==> src/crank_wheel_ignition_scheduler_assert.svh <==
// assertion helpers for the ignition scheduler rtl
`ifndef CRANK_WHEEL_IGNITION_SCHEDULER_ASSERT_SVH
`define CRANK_WHEEL_IGNITION_SCHEDULER_ASSERT_SVH

// same-cycle implication, disabled while reset is asserted
`define CWIS_ASSERT_NOW(lbl, clk, rst_n, ante, cons) \
  lbl: assert property (@(posedge clk) disable iff (!rst_n) (ante) |-> (cons)) \
    else $error("cwis: same-cycle check failed");

// next-cycle implication, disabled while reset is asserted
`define CWIS_ASSERT_NEXT(lbl, clk, rst_n, ante, cons) \
  lbl: assert property (@(posedge clk) disable iff (!rst_n) (ante) |=> (cons)) \
    else $error("cwis: next-cycle check failed");

`endif

==> src/cwis_pkg.sv <==
`default_nettype none

package cwis_pkg;

  localparam int unsigned ANGLE_W   = 9;
  localparam int unsigned SUB_W     = 3;
  localparam int unsigned NUM_SLOTS = 4;

  // item operation codes
  localparam logic OP_TICK = 1'b0;
  localparam logic OP_LOAD = 1'b1;

  // coil slot roles
  localparam logic [1:0] SLOT_A_ON  = 2'd0;
  localparam logic [1:0] SLOT_A_OFF = 2'd1;
  localparam logic [1:0] SLOT_B_ON  = 2'd2;
  localparam logic [1:0] SLOT_B_OFF = 2'd3;

  // angle constants in degrees
  localparam logic [ANGLE_W-1:0] TOOTH_DEG        = 9'd6;
  localparam logic [ANGLE_W-1:0] LAST_TOOTH_ANGLE = 9'd348;
  localparam logic [ANGLE_W-1:0] ANGLE_HALF       = 9'd180;
  localparam logic [ANGLE_W-1:0] SLOT1_RST_ANGLE  = 9'd114;
  localparam logic [ANGLE_W-1:0] SLOT3_RST_ANGLE  = 9'd294;
  localparam logic [9:0]         ANGLE_FULL       = 10'd360;
  localparam logic [9:0]         OFF_BASE         = 10'd474;

  // x/6 == (x*171) >> 10 for every x below 360
  localparam logic [7:0] DIV6_RECIP = 8'd171;
  localparam int unsigned DIV6_SHIFT = 10;

  typedef logic [ANGLE_W-1:0] angle_t;
  typedef logic [SUB_W-1:0]   sub_t;
  typedef logic [1:0]         slot_id_t;
  typedef logic [1:0]         coils_t;

  // angle split into a tooth boundary and the remainder within the tooth
  typedef struct packed {
    angle_t tooth;
    sub_t   sub;
  } split_t;

  typedef struct packed {
    split_t cur;
    split_t tgt;
  } slot_t;

  // ring entry 0 is always the slot the pointer names
  typedef slot_t [NUM_SLOTS-1:0] ring_t;
  typedef split_t [NUM_SLOTS-1:0] tgt_set_t;

  typedef struct packed {
    ring_t    ring;
    slot_id_t ptr;
    coils_t   coils;
  } slot_ctx_t;

  function automatic split_t split6(angle_t ang);
    logic [16:0] prod;
    logic [5:0]  q;
    angle_t      tooth;
    split_t      res;
    prod      = 17'(ang) * 17'(DIV6_RECIP);
    q         = prod[DIV6_SHIFT+5:DIV6_SHIFT];
    tooth     = ANGLE_W'({q, 2'b00}) + ANGLE_W'({q, 1'b0});
    res.tooth = tooth;
    res.sub   = SUB_W'(ang - tooth);
    return res;
  endfunction

  // floor(x/6) for the small products of sub angle and period remainder
  function automatic logic [2:0] frac6(logic [4:0] x);
    logic [2:0] res;
    case (x) inside
      [5'd0:5'd5]:   res = 3'd0;
      [5'd6:5'd11]:  res = 3'd1;
      [5'd12:5'd17]: res = 3'd2;
      [5'd18:5'd23]: res = 3'd3;
      [5'd24:5'd29]: res = 3'd4;
      default:       res = 3'd5;
    endcase
    return res;
  endfunction

  function automatic coils_t fire_slot(coils_t c, slot_id_t s);
    coils_t res;
    res = c;
    unique case (s)
      SLOT_A_ON:  res[0] = 1'b1;
      SLOT_A_OFF: res[0] = 1'b0;
      SLOT_B_ON:  res[1] = 1'b1;
      SLOT_B_OFF: res[1] = 1'b0;
      default:    res = c;
    endcase
    return res;
  endfunction

  function automatic slot_ctx_t rst_ctx();
    slot_ctx_t res;
    angle_t    init [NUM_SLOTS];
    init[0] = '0;
    init[1] = SLOT1_RST_ANGLE;
    init[2] = ANGLE_HALF;
    init[3] = SLOT3_RST_ANGLE;
    for (int i = 0; i < NUM_SLOTS; i++) begin
      res.ring[i].cur.tooth = init[i];
      res.ring[i].cur.sub   = '0;
      res.ring[i].tgt.tooth = init[i];
      res.ring[i].tgt.sub   = '0;
    end
    res.ptr   = '0;
    res.coils = '0;
    return res;
  endfunction

endpackage

`default_nettype wire

==> src/cwis_adv_targets.sv <==
`default_nettype none

module cwis_adv_targets import cwis_pkg::*; (
  input  var logic signed [7:0] advance_i,
  input  var slot_id_t          ptr_i,
  output tgt_set_t              tgt_o
);

  logic [9:0] adv_ext;
  logic [9:0] on_raw, off_raw, on_w, off_w, on2_raw, off2_raw, on2_w, off2_w;
  tgt_set_t   abs_tgt;

  // on/off angles from the advance, each folded into one turn
  always_comb begin
    adv_ext  = {{2{advance_i[7]}}, advance_i};
    on_raw   = ANGLE_FULL - adv_ext;
    off_raw  = OFF_BASE - adv_ext;
    on_w     = (on_raw >= ANGLE_FULL) ? on_raw - ANGLE_FULL : on_raw;
    off_w    = (off_raw >= ANGLE_FULL) ? off_raw - ANGLE_FULL : off_raw;
    on2_raw  = on_w + 10'(ANGLE_HALF);
    off2_raw = off_w + 10'(ANGLE_HALF);
    on2_w    = (on2_raw >= ANGLE_FULL) ? on2_raw - ANGLE_FULL : on2_raw;
    off2_w   = (off2_raw >= ANGLE_FULL) ? off2_raw - ANGLE_FULL : off2_raw;
    abs_tgt[SLOT_A_ON]  = split6(on_w[ANGLE_W-1:0]);
    abs_tgt[SLOT_A_OFF] = split6(off_w[ANGLE_W-1:0]);
    abs_tgt[SLOT_B_ON]  = split6(on2_w[ANGLE_W-1:0]);
    abs_tgt[SLOT_B_OFF] = split6(off2_w[ANGLE_W-1:0]);
  end

  // rotate into ring order, entry 0 holds the slot under the pointer
  always_comb begin
    for (int i = 0; i < NUM_SLOTS; i++) begin
      tgt_o[i] = abs_tgt[slot_id_t'(ptr_i + slot_id_t'(i))];
    end
  end

endmodule

`default_nettype wire

==> src/cwis_slot_step.sv <==
`default_nettype none

module cwis_slot_step import cwis_pkg::*; #(
  parameter int unsigned TIMER_BITS = 16,
  localparam int unsigned QW = TIMER_BITS - 2
) (
  input  var slot_ctx_t         ctx_i,
  input  var angle_t            angle_i,
  input  var logic [QW-1:0]     per_div_i,
  input  var sub_t              per_rem_i,
  input  var logic [TIMER_BITS-1:0] pend_cmp_i,
  input  var slot_id_t          pend_slot_i,
  input  var logic              pend_armed_i,
  output slot_ctx_t             ctx_o,
  output logic [TIMER_BITS-1:0] pend_cmp_o,
  output slot_id_t              pend_slot_o,
  output logic                  pend_armed_o
);

  localparam int unsigned PW = TIMER_BITS + SUB_W;

  slot_t                 head;
  logic                  hit;
  logic [PW-1:0]         prod;
  logic [4:0]            rprod;
  logic [TIMER_BITS-1:0] delay;

  // delay = period*sub/6, with period held as quotient and remainder by six
  always_comb begin
    head  = ctx_i.ring[0];
    hit   = (head.cur.tooth == angle_i);
    prod  = PW'(per_div_i) * PW'(head.cur.sub);
    rprod = 5'(per_rem_i) * 5'(head.cur.sub);
    delay = prod[TIMER_BITS-1:0] + TIMER_BITS'(frac6(rprod));
  end

  // fire or schedule the head slot, relatch it and rotate the ring
  always_comb begin
    ctx_o        = ctx_i;
    pend_cmp_o   = pend_cmp_i;
    pend_slot_o  = pend_slot_i;
    pend_armed_o = pend_armed_i;
    if (hit) begin
      if (head.cur.sub == '0) begin
        ctx_o.coils = fire_slot(ctx_i.coils, ctx_i.ptr);
      end else begin
        pend_cmp_o   = delay;
        pend_slot_o  = ctx_i.ptr;
        pend_armed_o = 1'b1;
      end
      for (int i = 0; i < NUM_SLOTS - 1; i++) begin
        ctx_o.ring[i] = ctx_i.ring[i+1];
      end
      ctx_o.ring[NUM_SLOTS-1].cur = head.tgt;
      ctx_o.ring[NUM_SLOTS-1].tgt = head.tgt;
      ctx_o.ptr = ctx_i.ptr + 2'd1;
    end
  end

endmodule

`default_nettype wire

==> src/crank_wheel_ignition_scheduler.sv <==
`default_nettype none

// Decodes a 60-2 crank trigger wheel and schedules two ignition coils. Each input
// transfer is either one timer tick (with an optional rising sensor edge) or a
// load of a new advance in degrees; each input transfer gives exactly one output
// transfer holding coil levels, sync flag, tooth angle and captured period after
// that item. The block takes one item every clock while no held result stalls it:
// an item waits in the input register, and its whole effect on the timers, gap
// and missing-tooth compares and the four-slot coil ring is computed from there
// and written into the state registers that drive the outputs, so a result has
// passed the input register and then the state registers when it is offered.
// Scheduled coil delays of period*sub/6 come from a quotient and remainder by six
// kept alongside the tooth timer, so no divider is needed.
// No clearing pass after reset; the block is ready as soon as reset is released.
module crank_wheel_ignition_scheduler import cwis_pkg::*; #(
  parameter int unsigned TIMER_BITS = 16
) (
  input  var logic              clk_i,
  input  var logic              rst_ni,
  input  var logic              in_valid_i,
  output logic                  in_stall_o,
  input  var logic              op_i,
  input  var logic              edge_req_i,
  input  var logic signed [7:0] advance_i,
  output logic                  out_valid_o,
  input  var logic              out_stall_i,
  output logic                  coil_a_o,
  output logic                  coil_b_o,
  output logic                  synced_o,
  output logic [8:0]            crank_angle_o,
  output logic [15:0]           tooth_period_o
);

`include "crank_wheel_ignition_scheduler_assert.svh"

  localparam int unsigned TW = TIMER_BITS;
  localparam int unsigned QW = TIMER_BITS - 2;

  // input register
  logic              s1_valid_q, s1_valid_d;
  logic              s1_op_q, s1_edge_q;
  logic signed [7:0] s1_adv_q;
  logic              out_valid_q, out_valid_d;
  logic              adv_en, fire, in_xfer;

  // decoder and scheduler state
  logic [TW-1:0] tt_q, tt_d, phase_q, phase_d, period_q, period_d;
  logic [QW-1:0] tt_div_q, tt_div_d, per_div_q, per_div_d;
  sub_t          tt_rem_q, tt_rem_d, per_rem_q, per_rem_d;
  logic [TW-1:0] gap_cmp_q, gap_cmp_d, pend_cmp_q, pend_cmp_d;
  logic          gap_armed_q, gap_armed_d, sync_q, sync_d;
  logic          t59_q, t59_d, t60_q, t60_d, pend_armed_q, pend_armed_d;
  slot_id_t      pend_slot_q, pend_slot_d;
  angle_t        angle_q, angle_d;
  slot_ctx_t     ctx_q, ctx_d;

  // per-item combinational terms
  logic          is_edge, is_plain, is_load;
  logic [TW-1:0] tt_inc, phase_inc, twice_per;
  logic [TW:0]   gap_sum;
  logic          m_pend, m_ovf, m_gap, m_59, m_60, en_a;
  angle_t        angle_pre, angle_a, angle_b;
  logic [QW-1:0] step_div;
  sub_t          step_rem;
  slot_ctx_t     ctx0, ctx_sa, ctx_a, ctx_sb;
  logic          pend_armed0, pend_armed_sa, pend_armed_a, pend_armed_sb;
  logic [TW-1:0] pend_cmp_sa, pend_cmp_a, pend_cmp_sb;
  slot_id_t      pend_slot_sa, pend_slot_a, pend_slot_sb;
  tgt_set_t      load_tgt;

  // handshake: the state registers double as the output register
  assign adv_en      = !out_valid_q || !out_stall_i;
  assign fire        = s1_valid_q && adv_en;
  assign in_stall_o  = s1_valid_q && !adv_en;
  assign in_xfer     = in_valid_i && !in_stall_o;
  assign s1_valid_d  = in_xfer || (s1_valid_q && !adv_en);
  assign out_valid_d = fire || (out_valid_q && out_stall_i);

  always_ff @(posedge clk_i or negedge rst_ni) begin
    if (!rst_ni) begin
      s1_valid_q  <= 1'b0;
      out_valid_q <= 1'b0;
    end else begin
      s1_valid_q  <= s1_valid_d;
      out_valid_q <= out_valid_d;
    end
  end

  always_ff @(posedge clk_i) begin
    if (in_xfer) begin
      s1_op_q   <= op_i;
      s1_edge_q <= edge_req_i;
      s1_adv_q  <= advance_i;
    end
  end

  // item decode and compare matches on the counted timers
  always_comb begin
    is_load   = fire && (s1_op_q == OP_LOAD);
    is_edge   = fire && (s1_op_q == OP_TICK) && s1_edge_q;
    is_plain  = fire && (s1_op_q == OP_TICK) && !s1_edge_q;
    tt_inc    = tt_q + TW'(1);
    phase_inc = phase_q + TW'(1);
    twice_per = {period_q[TW-2:0], 1'b0};
    gap_sum   = {tt_q, 1'b0} + {2'b00, tt_q[TW-1:1]};
    m_pend    = is_plain && pend_armed_q && (phase_inc == pend_cmp_q);
    m_ovf     = is_plain && (tt_inc == '0);
    m_gap     = is_plain && gap_armed_q && (tt_inc == gap_cmp_q);
    m_59      = is_plain && t59_q && (tt_inc == period_q);
    m_60      = is_plain && t60_q && (tt_inc == twice_per);
  end

  // pending coil action goes first, then up to two slot steps
  always_comb begin
    ctx0        = ctx_q;
    pend_armed0 = pend_armed_q;
    if (m_pend) begin
      ctx0.coils  = fire_slot(ctx_q.coils, pend_slot_q);
      pend_armed0 = 1'b0;
    end
    angle_pre = (m_ovf || m_gap) ? '0 : angle_q;
    angle_a   = is_edge ? angle_q : angle_pre;
    en_a      = is_edge ? sync_q : m_59;
    step_div  = is_edge ? tt_div_q : per_div_q;
    step_rem  = is_edge ? tt_rem_q : per_rem_q;
  end

  cwis_slot_step #(
    .TIMER_BITS (TIMER_BITS)
  ) u_step_a (
    .ctx_i        (ctx0),
    .angle_i      (angle_a),
    .per_div_i    (step_div),
    .per_rem_i    (step_rem),
    .pend_cmp_i   (pend_cmp_q),
    .pend_slot_i  (pend_slot_q),
    .pend_armed_i (pend_armed0),
    .ctx_o        (ctx_sa),
    .pend_cmp_o   (pend_cmp_sa),
    .pend_slot_o  (pend_slot_sa),
    .pend_armed_o (pend_armed_sa)
  );

  always_comb begin
    ctx_a        = en_a ? ctx_sa : ctx0;
    pend_cmp_a   = en_a ? pend_cmp_sa : pend_cmp_q;
    pend_slot_a  = en_a ? pend_slot_sa : pend_slot_q;
    pend_armed_a = en_a ? pend_armed_sa : pend_armed0;
    angle_b      = en_a ? angle_a + TOOTH_DEG : angle_a;
  end

  // second step for a tooth 60 match, after any tooth 59 step in the same tick
  cwis_slot_step #(
    .TIMER_BITS (TIMER_BITS)
  ) u_step_b (
    .ctx_i        (ctx_a),
    .angle_i      (angle_b),
    .per_div_i    (per_div_q),
    .per_rem_i    (per_rem_q),
    .pend_cmp_i   (pend_cmp_a),
    .pend_slot_i  (pend_slot_a),
    .pend_armed_i (pend_armed_a),
    .ctx_o        (ctx_sb),
    .pend_cmp_o   (pend_cmp_sb),
    .pend_slot_o  (pend_slot_sb),
    .pend_armed_o (pend_armed_sb)
  );

  cwis_adv_targets u_targets (
    .advance_i (s1_adv_q),
    .ptr_i     (ctx_q.ptr),
    .tgt_o     (load_tgt)
  );

  // next state
  always_comb begin
    tt_d         = tt_q;
    tt_div_d     = tt_div_q;
    tt_rem_d     = tt_rem_q;
    phase_d      = phase_q;
    period_d     = period_q;
    per_div_d    = per_div_q;
    per_rem_d    = per_rem_q;
    gap_cmp_d    = gap_cmp_q;
    gap_armed_d  = gap_armed_q;
    sync_d       = sync_q;
    t59_d        = t59_q;
    t60_d        = t60_q;
    angle_d      = angle_q;
    ctx_d        = ctx_q;
    pend_cmp_d   = pend_cmp_q;
    pend_slot_d  = pend_slot_q;
    pend_armed_d = pend_armed_q;
    if (is_load) begin
      for (int i = 0; i < NUM_SLOTS; i++) begin
        ctx_d.ring[i].tgt = load_tgt[i];
      end
    end else if (is_edge) begin
      // capture the tooth period and restart both timers
      period_d     = tt_q;
      per_div_d    = tt_div_q;
      per_rem_d    = tt_rem_q;
      tt_d         = '0;
      tt_div_d     = '0;
      tt_rem_d     = '0;
      phase_d      = '0;
      gap_cmp_d    = gap_sum[TW-1:0];
      gap_armed_d  = 1'b1;
      angle_d      = angle_b;
      ctx_d        = ctx_a;
      pend_cmp_d   = pend_cmp_a;
      pend_slot_d  = pend_slot_a;
      pend_armed_d = pend_armed_a;
      if (sync_q && (angle_b == LAST_TOOTH_ANGLE)) begin
        t59_d = 1'b1;
        t60_d = 1'b1;
      end
    end else if (is_plain) begin
      // count, keeping the tooth timer's quotient and remainder by six
      tt_d    = tt_inc;
      phase_d = phase_inc;
      if (tt_inc == '0) begin
        tt_div_d = '0;
        tt_rem_d = '0;
      end else if (tt_rem_q == SUB_W'(5)) begin
        tt_div_d = tt_div_q + QW'(1);
        tt_rem_d = '0;
      end else begin
        tt_rem_d = tt_rem_q + SUB_W'(1);
      end
      if (m_ovf) begin
        sync_d = 1'b0;
      end
      if (m_gap) begin
        sync_d      = 1'b1;
        gap_armed_d = 1'b0;
      end
      if (m_59) begin
        t59_d   = 1'b0;
        phase_d = '0;
      end
      angle_d      = angle_b;
      ctx_d        = ctx_a;
      pend_cmp_d   = pend_cmp_a;
      pend_slot_d  = pend_slot_a;
      pend_armed_d = pend_armed_a;
      if (m_60) begin
        t60_d        = 1'b0;
        tt_d         = '0;
        tt_div_d     = '0;
        tt_rem_d     = '0;
        phase_d      = '0;
        angle_d      = '0;
        ctx_d        = ctx_sb;
        pend_cmp_d   = pend_cmp_sb;
        pend_slot_d  = pend_slot_sb;
        pend_armed_d = pend_armed_sb;
      end
    end
  end

  always_ff @(posedge clk_i or negedge rst_ni) begin
    if (!rst_ni) begin
      tt_q         <= '0;
      tt_div_q     <= '0;
      tt_rem_q     <= '0;
      phase_q      <= '0;
      period_q     <= '0;
      per_div_q    <= '0;
      per_rem_q    <= '0;
      gap_cmp_q    <= '0;
      gap_armed_q  <= 1'b0;
      sync_q       <= 1'b0;
      t59_q        <= 1'b0;
      t60_q        <= 1'b0;
      angle_q      <= '0;
      ctx_q        <= rst_ctx();
      pend_cmp_q   <= '0;
      pend_slot_q  <= '0;
      pend_armed_q <= 1'b0;
    end else begin
      tt_q         <= tt_d;
      tt_div_q     <= tt_div_d;
      tt_rem_q     <= tt_rem_d;
      phase_q      <= phase_d;
      period_q     <= period_d;
      per_div_q    <= per_div_d;
      per_rem_q    <= per_rem_d;
      gap_cmp_q    <= gap_cmp_d;
      gap_armed_q  <= gap_armed_d;
      sync_q       <= sync_d;
      t59_q        <= t59_d;
      t60_q        <= t60_d;
      angle_q      <= angle_d;
      ctx_q        <= ctx_d;
      pend_cmp_q   <= pend_cmp_d;
      pend_slot_q  <= pend_slot_d;
      pend_armed_q <= pend_armed_d;
    end
  end

  // result ports
  assign out_valid_o    = out_valid_q;
  assign coil_a_o       = ctx_q.coils[0];
  assign coil_b_o       = ctx_q.coils[1];
  assign synced_o       = sync_q;
  assign crank_angle_o  = angle_q;
  assign tooth_period_o = 16'(period_q);

  // input side stalls only behind a held result
  `CWIS_ASSERT_NOW(a_stall_cause, clk_i, rst_ni, in_stall_o, out_valid_o && out_stall_i)
  // a staged item reaches the outputs once the result side is free
  `CWIS_ASSERT_NEXT(a_stage_moves, clk_i, rst_ni, s1_valid_q && !(out_valid_o && out_stall_i), out_valid_o)
  // an advance load leaves angle and sync alone
  `CWIS_ASSERT_NEXT(a_load_keeps_angle, clk_i, rst_ni, fire && (s1_op_q == OP_LOAD), (crank_angle_o == $past(crank_angle_o)) && (synced_o == $past(synced_o)))

endmodule

`default_nettype wire

==> config.mk <==
export PLATFORM = sky130hd
export DESIGN_NAME = crank_wheel_ignition_scheduler
export DESIGN_NICKNAME = d
export VERILOG_FILES = /design/src/cwis_pkg.sv /design/src/cwis_adv_targets.sv /design/src/cwis_slot_step.sv /design/src/crank_wheel_ignition_scheduler.sv
export VERILOG_INCLUDE_DIRS = /design/src /design/src/src
export SDC_FILE = /design/constraint.sdc
export NUM_CORES = 1
export LEC_CHECK = 0
export BUFFER_PORTS_ARGS = -buffer_cell sky130_fd_sc_hd__clkbuf_2
export CAP_MARGIN = 20
export CORE_MARGIN = 2
export CORE_UTILIZATION = 55
export DETAILED_ROUTE_END_ITERATION = 12
export PLACE_DENSITY = 0.71
export SYNTH_ARGS = -nofsm -noshare
export SYNTH_HDL_FRONTEND = slang
export SYNTH_SLANG_ARGS = --single-unit
export TNS_END_PERCENT = 30
==> constraint.sdc <==
create_clock -name clk_i -period 17.9 [get_ports clk_i]
set_clock_uncertainty 0.2 [all_clocks]
set_input_delay 0.895 -clock clk_i [delete_from_list [all_inputs] [get_ports clk_i]]
set_output_delay 0.895 -clock clk_i [all_outputs]
set_load 0.03 [all_outputs]
* Yosys cells after proc, flatten, opt, wreduce, memory -nomap -nowiden
Cells that the tools add are included.
** Storage, ports and cells
- Register bits after elaboration :: 242
- Input port bits :: 14
- Word-level logic and storage cells :: 285
** Operators by class
- Add/sub/neg operators :: 28
- Multiply operators :: 8
- Order comparisons :: 28
- Eq/ne operators :: 18
- Multiplexer cells :: 104
- Bitwise operators :: 3
- Reductions and logical operators :: 57
** Operators by type and width (number)
- $mux 100 :: 6
- $mux 16 :: 15
- $bmux 12 s2 :: 4
- $mux 12 :: 8
- $mux 14 :: 6
- $mux 9 :: 8
- $eq 16x16->1 :: 4
- $mul 9x8->16 const B :: 4
- $mux 3 :: 14
- $ge 10x9->1 const B :: 4
- $add 8x7->9 :: 4
- $add 16x1->16 const B :: 2
- $add 16x3->16 :: 2
- $mul 14x3->16 :: 2
- $le 5x5->1 const B :: 6
- $logic_and 1x1->1 :: 28
- $mux 1 :: 24
- $mux 2 :: 11
- $add 10x8->10 const B :: 2
- $ge 5x5->1 const B :: 4
- $mux 10 :: 2
- $sub 10x9->10 const B :: 2
- $sub 9x10->10 const A :: 2
- $eq 9x9->1 :: 2
- 33 further kinds :: 80

* Depth between registers and ports, before layout
- Depth in word-level cells :: 27
- Mapped depth :: 46
- Mapped depth without buffers :: 45

* By module
From an unflattened synthesis, not the netlist that was laid out.
** Second synthesis, totals
- Cell total of the unflattened synthesis :: 3560
- Area, all modules :: 30834.6 um^2
** Modules (own cells, without submodules)
- crank_wheel_ignition_scheduler :: times used 1, cells an instance 1659, area each 15382.3 um^2
- cwis_adv_targets :: times used 1, cells an instance 1095, area each 8997.4 um^2
- cwis_slot_step (u_step_b) :: times used 1, cells an instance 405, area each 3250.6 um^2
- cwis_slot_step (u_step_a) :: times used 1, cells an instance 401, area each 3204.3 um^2

* Worst setup path after synthesis
OpenSTA, ideal clock, no wires.
- Path kind :: register to register
- From :: reg s1_adv_q[0]
- To :: reg ctx_q, in the netlist ctx0[86]
- Library setup time :: 0.077 ns
- Arrival time :: 9.413 ns
- Required time :: 17.623 ns
- Setup slack :: 8.209 ns
- Cell stages (with the launch flop) :: 42
- Buffers on the path :: 1
- Period minus slack after synthesis :: 9.691 ns
- Cells stage by stage :: edfxtp_1 ha_1 clkbuf_1 o21ai_0 xnor2_1 ha_1 a21bo_2 o211ai_1 nor3_1 inv_1 ha_1 a21o_1 xnor2_1 nor2b_1 nor2b_1 o21a_1 nor2_1 xnor2_1 (+6 left out) fa_1 inv_1 ha_1 a21o_1 a21oi_1 o21ai_0 a211oi_1 nor2_1 or2_2 a21oi_1 xnor2_1 xnor2_1 ha_1 a31oi_1 xor2_1 mux2_2 a211o_1 a21oi_1
** On the way
- Longest elaborated chain between the ends :: 11
- Elaborated cells on any way between the ends :: 27
** RTL lines
- start: declaration :: RTL line crank_wheel_ignition_scheduler.sv:42 : logic signed [7:0] s1_adv_q;
- start signal: assignment :: RTL line crank_wheel_ignition_scheduler.sv:93 : s1_adv_q <= advance_i;
- $sub 9x10->10, on equally long branches :: RTL line cwis_adv_targets.sv:16, cwis_adv_targets.sv:17
- $sub 10x9->10, or another cell as far along :: RTL line cwis_adv_targets.sv:18 : on_w = (on_raw >= ANGLE_FULL) ? on_raw - ANGLE_FULL : on_raw;
- $mux 10, on equally long branches :: RTL line cwis_adv_targets.sv:18, cwis_adv_targets.sv:19
- $add 10x8->10, on equally long branches :: RTL line cwis_adv_targets.sv:20, cwis_adv_targets.sv:21
- $sub 9x9->9, or another cell as far along :: RTL line cwis_adv_targets.sv:22 : on2_w = (on2_raw >= ANGLE_FULL) ? on2_raw - ANGLE_FULL : on2_raw;
- $mux 9, on equally long branches :: RTL line cwis_adv_targets.sv:22, cwis_adv_targets.sv:23
- $mul 9x8->16 :: RTL line cwis_pkg.sv:63 : prod = 17'(ang) * 17'(DIV6_RECIP);
- $add 8x7->9 :: RTL line cwis_pkg.sv:65 : tooth = ANGLE_W'({q, 2'b00}) + ANGLE_W'({q, 1'b0});
- $bmux 12 s2 (*) :: RTL line cwis_adv_targets.sv:33 : tgt_o[i] = abs_tgt[slot_id_t'(ptr_i + slot_id_t'(i))];
- $mux 12 (not written as such) (*) :: RTL line cwis_adv_targets.sv:33
- $mux 12 (*) :: RTL line crank_wheel_ignition_scheduler.sv:194 : if (is_load) begin
- end signal: assignment :: RTL line crank_wheel_ignition_scheduler.sv:277 : ctx_q <= rst_ctx();
- end signal: assignment :: RTL line crank_wheel_ignition_scheduler.sv:295 : ctx_q <= ctx_d;
- end: declaration :: RTL line crank_wheel_ignition_scheduler.sv:55 : slot_ctx_t ctx_q, ctx_d;
Every way passes the cells marked *; elsewhere a longest branch is shown, timed or not. The select of a mux whose other input is x is not followed.
A chain may end at the register's enable or synchronous reset.

* Worst setup path in the final report
- From :: reg tt_q[0]
- To :: reg pend_cmp_q[15]
** On the way
- Longest elaborated chain between the ends :: 23
- Elaborated cells on any way between the ends :: 50
** RTL lines
- start: declaration :: RTL line crank_wheel_ignition_scheduler.sv:47 : logic [TW-1:0] tt_q, tt_d, phase_q, phase_d, period_q, period_d;
- start signal: assignment :: RTL line crank_wheel_ignition_scheduler.sv:282 : tt_q <= tt_d;
- $add 16x1->16 (*) :: RTL line crank_wheel_ignition_scheduler.sv:102 : tt_inc = tt_q + TW'(1);
- $eq 16x16->1 or $logic_not 16->1 (tied branches) :: RTL line crank_wheel_ignition_scheduler.sv:108, crank_wheel_ignition_scheduler.sv:107
- $logic_and 1x1->1, on equally long branches :: RTL line crank_wheel_ignition_scheduler.sv:108, crank_wheel_ignition_scheduler.sv:107
- $logic_or 1x1->1 :: RTL line crank_wheel_ignition_scheduler.sv:121 : angle_pre = (m_ovf || m_gap) ? '0 : angle_q;
- $mux 9 :: RTL line crank_wheel_ignition_scheduler.sv:121
- $mux 9 :: RTL line crank_wheel_ignition_scheduler.sv:122 : angle_a = is_edge ? angle_q : angle_pre;
- $eq 9x9->1 :: RTL line cwis_slot_step.sv:31 : hit = (head.cur.tooth == angle_i);
- $mux 100 :: RTL line cwis_slot_step.sv:43 : if (hit) begin
- (+4 left out)
- $mux 1 :: RTL line cwis_pkg.sv:74 : case (x) inside
- $mux 3 (4 in series) :: RTL line cwis_pkg.sv:74
- $add 16x3->16 :: RTL line cwis_slot_step.sv:34 : delay = prod[TIMER_BITS-1:0] + TIMER_BITS'(frac6(rprod));
- $mux 16 :: RTL line cwis_slot_step.sv:44 : if (head.cur.sub == '0) begin
- $mux 16 :: RTL line cwis_slot_step.sv:43
- $mux 16 :: RTL line crank_wheel_ignition_scheduler.sv:247 : if (m_60) begin
- $mux 16 :: RTL line crank_wheel_ignition_scheduler.sv:218 : end else if (is_plain) begin
- $mux 16 (*) :: RTL line crank_wheel_ignition_scheduler.sv:198 : end else if (is_edge) begin
- end signal: assignment :: RTL line crank_wheel_ignition_scheduler.sv:296 : pend_cmp_q <= pend_cmp_d;
- end: declaration :: RTL line crank_wheel_ignition_scheduler.sv:50 : logic [TW-1:0] gap_cmp_q, gap_cmp_d, pend_cmp_q, pend_cmp_d;
Marks and branches as above.

==> flow_results.org <==
** Finish
- At the end of the flow the core is filled with cells to 0.5866.
- The number of antenna diodes in the final layout is 0.
- Final net count :: between 3000 and 4000
- P&R area growth vs syn :: 6.116%
- Fraction of final layout cells with drive strength greater than 1 :: 0.06726
- Number of inserted filler cells in the final layout :: 4178

** Synthesis
- Of all flip-flops after synthesis, the portion carrying an async set or reset was 0.9585.
- Cell type with the highest aggregate area in the netlist :: sky130_fd_sc_hd__dfrtp_1
- Number of synthesized register bits :: 241
- Ranked by instance count, the synthesized netlist is headed by 416 x sky130_fd_sc_hd__nand2_1, 336 x sky130_fd_sc_hd__inv_1, 310 x sky130_fd_sc_hd__ha_1.
- Yosys instantiated no cell more often than sky130_fd_sc_hd__nand2_1.
- By area, the combinational part of the netlist is dominated by adder cells.
- Synth Area in Adders :: 0.2196
- Synthesized area per cell :: 8.222 um^2
- Synthesized area :: 0.02623 mm^2
- The share of the Yosys chip area taken by registers is 0.2330.
- Synthesis warning total :: 0
- Simple-Gate Fraction of Synth Area :: 0.1847
- Among all flip-flop cells after synthesis, the most frequent one is sky130_fd_sc_hd__dfrtp_1.
- Of the post-synthesis cell area, the part taken by muxes is 0.03654.
- Counting flops with a built-in enable in the synthesized netlist gives 10.
- Of the post-synthesis cell area, the dominant cell type holds 0.1975.
- Synthesized net count :: between 3000 and 4000
- Share of the synthesized netlist area taken by xor and xnor gates :: 0.08425
- Synth top area cells :: sky130_fd_sc_hd__dfrtp_1 20%, sky130_fd_sc_hd__ha_1 15%, sky130_fd_sc_hd__fa_1 7.1%
- The area fraction in compound gates after synthesis was 0.1690.
- Count of cell types in the netlist :: 100
- After technology mapping, the gate count stands at 3190.

** Drt
- Post-route DRC violation count :: 0
- Via count :: approximately 22000
- Violation count after the first detailed-routing iteration :: 1868
- The count of nets left with antenna violations once routing finished came out at 0.
- The first detailed-routing pass took 6 iterations.
- Routed vias/inst :: 5.932
- Dividing the detail-routed wire length by the instance count gives around 17 um.
- Total wirelength of the detailed-routed design :: roughly 66000 um

** Global routing
- Pin count of the biggest net entering global routing :: 89
- Via count of the first global-routing pass :: between 20000 and 25000
- GR Util All Layers :: 0.2665
- First-pass GRT wire length :: approximately 110000 um
- Total gr overflow :: 0
- The initial antenna violation count came to 1.

** Clock network
- Root buffer selected by CTS :: sky130_fd_sc_hd__clkbuf_16
- Clock tree synthesis found a total of between 200 and 250 sinks.
- Hold bufs inserted after CTS :: 0
- Post-CTS timing repair inserted 0 buffers for setup.
- In this run, post-CTS repair resized a total of 0 instances.
- CTS tree :: yes
- CTS buffer count :: 31
- Buffer depth of the longest clock path :: 3
- Clock-pin transition on the worst setup and hold timing paths :: around 0.060 ns
- CTS built an H-tree with a depth of 1.
- Clk Latency, worst-skew pair :: 0.59 ns

** Run
- Maxcap violations :: 0

** Critical path
- Crit Path Class :: reg2reg
- Worst path most repeated cell :: sky130_fd_sc_hd__a21oi_1
- CP Launch Type :: register
- The slowest stage of the critical path is the sky130_fd_sc_hd__nor4_2 cell.
- Data arrival time of the critical path :: approximately 11 ns
- Critical Path Fanout Max :: 21
- The largest single stage delay on the critical path is slightly below 0.9 ns.
- Worst EP required :: between 15 and 20 ns
- The worst setup path is captured at a register.

** Place
- Count of port buffers added during placement :: 43
- The congestion estimate from routability-driven global placement came to a little over 0.9.
- The wire-length estimate of the detail-placed layout is ~50000 um.

** Die
- In this run the standard cell core region covers between 0.04 and 0.05 mm^2.
- Row cnt :: 80
- From bottom edge to top edge, the die measures around 220 um.
- Chip Width :: about 220 um
- Number of primary I/O pins :: between 40 and 50
- Die Footprint :: a little under 0.05 mm^2
- Initial core utilization :: 0.5528

** STA
- The max-slew violation count is 0.
- Tmin final :: about 11 ns
- Hold Violations, Final :: 0
- Slew at the pin with the worst max-slew slack :: roughly 1.2 ns
- Of the available clock period, the critical path in the final layout requires 0.6057.
- Headroom to the max-slew limit came out at 0.2021.
- Total negative slack for setup checks :: 0 ns
- Highest achievable clock rate :: 0.09224 GHz
- Setup repair after global routing missed its margin :: no
- Final setup violation count :: 0

** Outcome
- Status :: finished clean

** Hold path
- Class of the most critical hold timing path :: in2async
-- sequential cells by signal, indices dropped and copies added, names as in the netlist, 2 cells and up --
name            cells
crank_angle_o       9
ctx0               98
gap_cmp_q          15
pend_cmp_q         16
pend_slot_q         2
per_div_q          14
per_rem_q           3
phase_q            16
s1_adv_q            8
tooth_period_o     16
tt_div_q           14
tt_q               16
tt_rem_q            3
-- logic make-up (layout without fill, tap and decap cells) --
| family | Yosys count | in the layout |
|---|---|---|
| simple gates | 1036 | 1036 |
| buf+inv | 488 | 465 |
| mux | 86 | 86 |
| compound gates | 692 | 692 |
| xor+xnor | 242 | 242 |
| fa+ha+maj | 405 | 405 |
| flops | 241 | 241 |
-- worst paths after layout --
path | start | endpoint | slack [ns] | cells after the start
max in group asynchronous | rst_ni | per_div_q[11] | 15.96 | 2
max | tt_q[0] | pend_cmp_q[15] | 7.06 | 40
min reg2reg | ctx0[35] | ctx0[35] | 0.30 | 2
min | rst_ni | tt_q[9] | 0.11 | 1
max reg2reg | tt_q[0] | pend_cmp_q[15] | 7.06 | 40
min in group clk_i | advance_i[2] | s1_adv_q[2] | 0.28 | 1
-- layer usage --
metal | share of wire | up-vias | GRT usage
li1 | - | 10820 | -
met2 | 0.48 | 714 | 0.4620
met1 | 0.43 | 10780 | 0.3518
met5 | 0 | - | 0
met3 | 0.059 | 121 | 0.02764
met4 | 0.027 | 0 | 0.07989
-- worst max-delay path: cells and delay by family (launching register included) --
kind | cells | cell delay [ns]
and+or+nand+nor | 13 | 3.51
DFF | 1 | 0.57
buffers and inverters | 1 | 0.27
xor gates and xnor gates | 3 | 0.65
muxes | 1 | 0.30
AOI/OAI and AO/OA | 15 | 2.78
adders and majority gates | 7 | 2.41
-- layout make-up --
| type | instances | area (um^2) | area share |
|---|---|---|---|
| multi-input combinational | 2461 | 18230 | 0.6549 |
| inverter | 337 | 1265 | 0.04545 |
| tap | 615 | 769.5 | 0.02765 |
| clock buffer | 43 | 862.1 | 0.03097 |
| sequential | 241 | 6112 | 0.2196 |
| timing repair buffer | 70 | 445.4 | 0.01600 |
| clock inverter | 15 | 150.1 | 0.005395 |
-- placed cells by master, fill, tap and decap left out, types with 22 or more instances in the layout --
cell type                   Yosys  routed
sky130_fd_sc_hd__dfrtp_1      207     206
sky130_fd_sc_hd__inv_1        336     336
sky130_fd_sc_hd__o21a_1        33      33
sky130_fd_sc_hd__and2_1        41      41
sky130_fd_sc_hd__o21ai_0      154     154
sky130_fd_sc_hd__o21bai_1      32      32
sky130_fd_sc_hd__dfstp_2       24      24
sky130_fd_sc_hd__fa_1          93      93
sky130_fd_sc_hd__xnor2_1      154     153
sky130_fd_sc_hd__mux2i_1       64      64
sky130_fd_sc_hd__nand2_1      416     415
sky130_fd_sc_hd__clkbuf_2       0      42
sky130_fd_sc_hd__a31oi_1       23      23
sky130_fd_sc_hd__nand3_1       58      58
sky130_fd_sc_hd__nor2_1       276     275
sky130_fd_sc_hd__clkbuf_16      0      32
sky130_fd_sc_hd__buf_4          9      23
sky130_fd_sc_hd__a21oi_1      163     163
sky130_fd_sc_hd__ha_1         310     310
sky130_fd_sc_hd__o22ai_1       51      51
sky130_fd_sc_hd__and3_1        40      39
sky130_fd_sc_hd__nor3_1        39      38
sky130_fd_sc_hd__nand2b_1      27      27
sky130_fd_sc_hd__xor2_1        81      81
sky130_fd_sc_hd__a211oi_1      29      29
sky130_fd_sc_hd__o31ai_1       22      22
sky130_fd_sc_hd__or3_1         27      27
sky130_fd_sc_hd__a21o_1        31      31
-- stage by stage --
stage / hold WS, ns / setup WS, ns / instance area (um^2) / std cells
final: 0.1131 / 7.058 / 27830 / 3782
after floorplan: 0.2559 / 8.209 / 26230 / 3190
after detailed placement: 0.2842 / 6.736 / 26770 / 3720
after global placement: 0.2686 / 7.197 / 26770 / 3720
after global routing: 0.1651 / 6.054 / 27830 / 3782
after CTS: 0.1278 / 6.695 / 27780 / 3778
Power is not shown: default switching activity piles up to over one toggle a cycle in this logic, so the estimate is an artifact.
